===== config.mk =====
export PLATFORM = sky130hd
export DESIGN_NAME = mmb_rows
export DESIGN_NICKNAME = d
export VERILOG_FILES = /design/src/design/mmb_pkg.sv /design/src/design/mmb_rows.sv
export SDC_FILE = /design/constraint.sdc
export NUM_CORES = 1
export LEC_CHECK = 0
export ABC_AREA = 1
export BUFFER_PORTS_ARGS = -buffer_cell sky130_fd_sc_hd__clkbuf_2
export CAP_MARGIN = 0
export CORE_AREA = 8 8 173 175
export CTS_CLUSTER_SIZE = 10
export DETAILED_ROUTE_END_ITERATION = 10
export DIE_AREA = 0 0 181 183
export HOLD_SLACK_MARGIN = 0.08
export PLACE_DENSITY = 0.73
export SYNTH_ARGS = -nofsm -noshare
export SYNTH_HDL_FRONTEND = slang
export SYNTH_SLANG_ARGS = --single-unit

===== constraint.sdc =====
create_clock -name aclk -period 16.7 [get_ports aclk]
set_clock_uncertainty 0.2 [all_clocks]
set_input_delay 4.175 -clock aclk [delete_from_list [all_inputs] [get_ports aclk]]
set_output_delay 4.175 -clock aclk [all_outputs]
set_load 0.01 [all_outputs]

===== src/design/mmb_pkg.sv =====
// ----------------------------------------------------------------------------
// mmb_pkg
// Shared types, constants and the sine generator used to fill the trig ROM.
// ----------------------------------------------------------------------------
package mmb_pkg;

    // 360 degrees with 8 fraction bits
    localparam int unsigned TURN_UNITS = 92160;
    localparam logic [63:0] HALF_PI_Q30 = 64'd1686629713;
    localparam logic [31:0] QUARTER_PHASE = 32'h4000_0000;
    localparam logic signed [31:0] ONE_Q16 = 32'sd65536;
    localparam logic [1:0] LAST_ROW = 2'd3;
    localparam logic [1:0] FIRST_ROW = 2'd0;

    // Side payload that rides along with the angles
    typedef struct packed {
        logic signed [15:0] axis_x;
        logic signed [15:0] axis_y;
        logic signed [15:0] axis_z;
        logic signed [31:0] shift_x;
        logic signed [31:0] scale;
    } side_t;

    // Table sine and cosine, Q16.16 in [-1, 1]
    typedef struct packed {
        logic signed [17:0] sin_z;
        logic signed [17:0] cos_z;
        logic signed [17:0] sin_a;
        logic signed [17:0] cos_a;
    } trig_t;

    // Finished upper 3x3 block plus the x translation
    typedef struct packed {
        logic [2:0][2:0][31:0] elem;
        logic signed [31:0]    shift_x;
    } mat_t;

    // Taylor divisors (2i)(2i+1) for i = 1..6
    localparam logic [63:0] TAYLOR_DIV [6] = '{64'd6, 64'd20, 64'd42, 64'd72, 64'd110, 64'd156};

    // Q16.16 sine at a 32-bit phase; used only to build constant tables
    function automatic logic signed [17:0] phase_sin(input logic [31:0] p);
        logic [1:0]         q;
        logic [63:0]        r;
        logic [63:0]        x;
        logic [63:0]        term;
        logic signed [63:0] sum;
        logic signed [63:0] v;
        q = p[31:30];
        r = {34'd0, p[29:0]};
        if (q[0]) begin
            r = (64'd1 << 30) - r;
        end
        x = (r * HALF_PI_Q30) >> 30;
        term = x;
        sum = signed'(x);
        for (int i = 0; i < 6; i++) begin
            term = (term * x) >> 30;
            term = (term * x) >> 30;
            term = term / TAYLOR_DIV[i];
            if (i % 2 == 0) begin
                sum = sum - signed'(term);
            end else begin
                sum = sum + signed'(term);
            end
        end
        v = (sum < 0) ? 64'sd0 : sum;
        v = (v + 64'sd8192) >>> 14;
        if (v > 64'sd65536) begin
            v = 64'sd65536;
        end
        return q[1] ? -18'(v) : 18'(v);
    endfunction

endpackage


===== src/design/mmb_rows.sv =====
// ----------------------------------------------------------------------------
// mmb_rows
// Hold one finished matrix and send it out row by row.
// ----------------------------------------------------------------------------
module mmb_rows (
    input  logic            aclk,
    input  logic            aresetn,
    input  logic            in_valid,
    output logic            in_ready,
    input  mmb_pkg::mat_t   mat_in,
    output logic            m_tvalid,
    input  logic            m_tready,
    output logic [135:0]    m_tdata,
    output logic            m_tlast
);
    mmb_pkg::mat_t  mat_reg;
    logic           full_reg;
    logic [1:0]     row_reg;
    logic [31:0]    c0, c1, c2, c3;

    assign in_ready = !full_reg || (m_tready && row_reg == mmb_pkg::LAST_ROW);

    always_ff @(posedge aclk) begin
        if (!aresetn) begin
            full_reg <= 1'b0;
            row_reg  <= mmb_pkg::FIRST_ROW;
        end else if (in_valid && in_ready) begin
            full_reg <= 1'b1;
            row_reg  <= mmb_pkg::FIRST_ROW;
        end else if (full_reg && m_tready) begin
            if (row_reg == mmb_pkg::LAST_ROW) begin
                full_reg <= 1'b0;
            end
            row_reg <= row_reg + 2'd1;
        end
    end

    always_ff @(posedge aclk) begin
        if (in_valid && in_ready) begin
            mat_reg <= mat_in;
        end
    end

    always_comb begin
        case (row_reg)
            2'd0: begin
                c0 = mat_reg.elem[0][0];
                c1 = mat_reg.elem[0][1];
                c2 = mat_reg.elem[0][2];
                c3 = mat_reg.shift_x;
            end
            2'd1: begin
                c0 = mat_reg.elem[1][0];
                c1 = mat_reg.elem[1][1];
                c2 = mat_reg.elem[1][2];
                c3 = '0;
            end
            2'd2: begin
                c0 = mat_reg.elem[2][0];
                c1 = mat_reg.elem[2][1];
                c2 = mat_reg.elem[2][2];
                c3 = '0;
            end
            default: begin
                c0 = '0;
                c1 = '0;
                c2 = '0;
                c3 = mmb_pkg::ONE_Q16;
            end
        endcase
    end

    assign m_tvalid = full_reg;
    assign m_tlast  = (row_reg == mmb_pkg::LAST_ROW);
    assign m_tdata  = {6'd0, c3, c2, c1, c0, row_reg};

endmodule


### After elaboration in Yosys (flattened, before gate mapping)

Index checks and enable logic that the tools add are counted.

* flip-flop bits (word level): 323
* input port bits: 324
* output and inout port bits: 139
* logic and storage cells: 35

* $add $sub $neg: 1
* equal/unequal tests: 3
* muxes and demuxes: 7
* bitwise gates (word level): 1
* reductions and logical operators: 11

Operators with widths (count)
* $pmux 32 s3: 3
* $pmux 32 s2: 1
* $eq 2x2->1 const B: 2
* $reduce_bool 2->1: 2
* $reduce_or 2->1: 2
* $logic_and 1x1->1: 3
* $mux 1: 3
* $add 2x1->2 const B: 1
* $eq 2x1->1 const B: 1
* $logic_not 2->1: 1
* $reduce_and 2->1: 1
* $logic_not 1->1: 1
* $logic_or 1x1->1: 1
* $not 1->1: 1

### Depth between registers and ports, before layout

* depth after elaboration: 6
* mapped depth: 9
* mapped depth without buffers: 6

### Least setup slack after synthesis

No wires, ideal clock.

* path kind: input to register
* from: input m_tready
* to: register mat_reg[0] in the netlist's numbering, enable pin
* arrival time: 10.624 ns
* setup slack: 5.205 ns
* stages: 4
* path buffers: 0
* path through: nand2_1 > nand2_1 > nand2_1 > inv_1

* word-level cells in the longest chain between the ends: 3

RTL lines
* from (decl): RTL line mmb_rows.sv:12 `input logic m_tready,`
* $logic_and 1x1->1: RTL line mmb_rows.sv:21 `assign in_ready = !full_reg || (m_tready && row_reg == mmb_pkg::LAST_ROW);`
* $logic_or 1x1->1: RTL line mmb_rows.sv:21
* via in_ready: RTL line mmb_rows.sv:9 `output logic in_ready,`
* $logic_and 1x1->1: RTL line mmb_rows.sv:39 `if (in_valid && in_ready) begin`
* to (signal assigned): RTL line mmb_rows.sv:40 `mat_reg <= mat_in;`
* to (decl): RTL line mmb_rows.sv:16 `mmb_pkg::mat_t mat_reg;`

The timed path passes the listed nets, and every way through them passes these cells.
A chain may end at the register's enable or synchronous reset.

### Worst setup path after layout

* from: input m_tready
* to: output in_ready

* word-level cells in the longest chain between the ends: 2

RTL lines (RTL line)
* $logic_and 1x1->1: mmb_rows.sv:21
* $logic_or 1x1->1: mmb_rows.sv:21
* to (decl): mmb_rows.sv:9

No other way between the ends.

==> summary.txt <==
Outcome
  – Status: complete, no violations

Floorplan
  – Core area: roughly 27000 µm²
  – # IOs: between 400 and 500
  – Row cnt: 61
  – Die Span X: around 180 µm
  – Die Area: 33100 µm²
  – Die height: ~180 µm
  – Initial Util: 0.463

GRT
  – Vias in the first global route: around 9000
  – Met2 Use GR: 0.338
  – Met1 usage: 0.229
  – First-pass GRT wire length: roughly 51000 µm
  – GRT Total Usage: 0.199
  – Met3 usage: 0.0706
  – GRT overflow: 0
  – Largest net degree at the start of global routing: approximately 170
  – Grt peak-use layer: met2
  – Antenna violations before repair: 2

Synth
  – Mapped cell area: 12700 µm²
  – Syn avg cell area: 12.2 µm²
  – Synth area leader: edfxtp_1
  – Yosys Warn Count: 0
  – Cells after Synth: 1040
  – Count of different cell masters after synthesis: 15
  – Sequential area share after synthesis: 0.764
  – Top cell type's share of synthesized area: 0.759
  – Flops & latches, synth: about 320
  – Top post-synthesis cells by area: edfxtp_1 (76%), nand2_1 (13%), inv_1 (3.9%)

Critical path
  – R2r startpoint: row_reg[0]$_SDFFE_PP0P_
  – CP arrival: 4590 ps
  – CP Max Fanout: 4
  – Worst reg-to-reg setup slack: approximately 13000 ps
  – Setup CP Type: input pin to primary output
  – Crit. End Element: primary output
  – Reg2reg end: mat_reg[123]$_DFFE_PP_
  – R2R depth: 6
  – Worst Path Required: approximately 12000 ps
  – CP Launch Type: input pin

Timing
  – RSZ-0062 raised after global routing: false
  – Slew Limit Fails: 0
  – Worst-Margin Slew: between 1000 and 1500 ps
  – Period utilization: 0.537
  – Fmax: between 100 and 150 MHz
  – Tmin final: 8970 ps
  – TNS Setup: 0 ps
  – Final hold violation count: 0
  – Slew headroom: 0.256
  – Number of setup violations in the final report: 0

Routing
  – Antenna-violating nets left: 0
  – Initial DRT Pass Iterations: 6
  – 1st-iter DRT viols: around 660
  – Routed WL: roughly 34000 µm
  – Avg Vias per Cell: between 4 and 5
  – WL/cell: approximately 18 µm
  – Vias: about 8900
  – DRC Markers: 0

Finish
  – Finished Layout Cells: about 1900
  – Share of post-route cells with drive strength above 1: 0.336
  – Final core occ: 0.594
  – Diodes inserted: 0
  – Synth-to-layout area growth: 28.2%
  – Final instance area: between 15000 and 20000 µm²
  – Final nets: between 1500 and 2000
  – Max FFs per register: between 300 and 400
  – Commonest non-fill, non-tap cell in the layout: clkbuf_2
  – Most frequent cells in the layout: clkbuf_2 (456), nand2_1 (425), edfxtp_1 (320), inv_1 (131), nand3_1 (98)

Clocking
  – Clock root buffer: clkbuf_16
  – Skew-Pair Late Insertion Delay: around 510 ps
  – H-Tree Depth: 2
  – Post-CTS Hold Fix Bufs: 0
  – Clock sink count: between 300 and 400
  – TritonCTS Buffers: 38
  – Post-CTS Setup Inserts: 0
  – Clk slew on worst S/H paths: 50 ps
  – PostCTS Resize Cnt: 0
  – Bufs on Longest Clock Path: 3
  – TritonCTS clock tree: built

Min path
  – Hold path start: m_tvalid$_SDFFE_PN0P_
  – Hold Crit Depth: 2
  – Hold EP: m_tvalid$_SDFFE_PN0P_
  – Tightest Hold Check Type: flip-flop to flip-flop

Power
  – PwrDens: between 100 and 150 nW/µm²
  – Total chip power: between 0.0015 and 0.002 W
  – Peak supply drop: around 0.082 mV
  – Leak Pwr: around 7.6 nW

Placed design
  – Port buffer count: around 460
  – Routability Congestion: 0.906
  – Placed inst area: approximately 15000 µm²
  – Placed cell count: about 1800
  – Dpl hpwl: 23700 µm

Run
  – Max_cap viols: 0
## power breakdown
group	switching, W	internal [W]
clock network	0.000298	0.000434
registers	0.0000113	0.000947
logic	0.0000944	0.0000631
total	0.000403	0.00144
## cells in the mapped netlist
master,instances
ha_1,4
nand3_1,98
buf_4,8
a21boi_0,1
nand2_1,425
dfxtp_1,3
buf_2,28
o21ai_0,1
buf_6,10
edfxtp_1,320
clkbuf_1,6
inv_2,1
inv_1,132
conb_1,1
nor2_1,2
## cell type report
cell class	instances	area [µm²]
clock buffer	54	1010
clock inverter	5	67.6
fill	2248	11100
inverter	133	508
multi-input combinational	537	2220
sequential	323	9670
tap	346	433
timing repair buffer	462	2330
## worst max-delay path, stage by stage
cell and delay (ps):
clkbuf_2 110, nand2_1 60, nand2_1 100, clkbuf_2 150
## how the worst max path moves through the flow
stage                            to  slack, ps  cells after the start      from
2_1_floorplan  mat_reg[0]$_DFFE_PP_       5200                      4  m_tready
3_3_place_gp               in_ready       7730                      4  m_tready
3_5_place_dp               in_ready       7730                      4  m_tready
4_1_cts                    in_ready       7720                      4  m_tready
5_1_grt                    in_ready       7690                      4  m_tready
6_report                   in_ready       7730                      4  m_tready
## metal layers
layer / wire length, µm / vias up
met5: 27 / -
met4: 1190 / 4
met3: 3460 / 74
met2: 16900 / 419
met1: 12400 / 4101
li1: - / 4299
## metrics by stage
stage / hold slack [ps] / setup WS (ps)
after floorplan: 379 / 5200
final: 388 / 7730
after global placement: 363 / 7730
after global routing: 429 / 7690
after detailed placement: 383 / 7730
after CTS: 395 / 7720
## logic make-up after synthesis
logic type,after synthesis,share of synthesized area
buffers and inverters,185,0.0659
flip-flops,323,0.764
other,1,0.000296
adder cells (fa/ha/maj),4,0.00395
AO/OA/AOI/OAI,2,0.000988
AND/OR/NAND/NOR,525,0.165
Note: power is estimated with default switching activity, not from simulation.
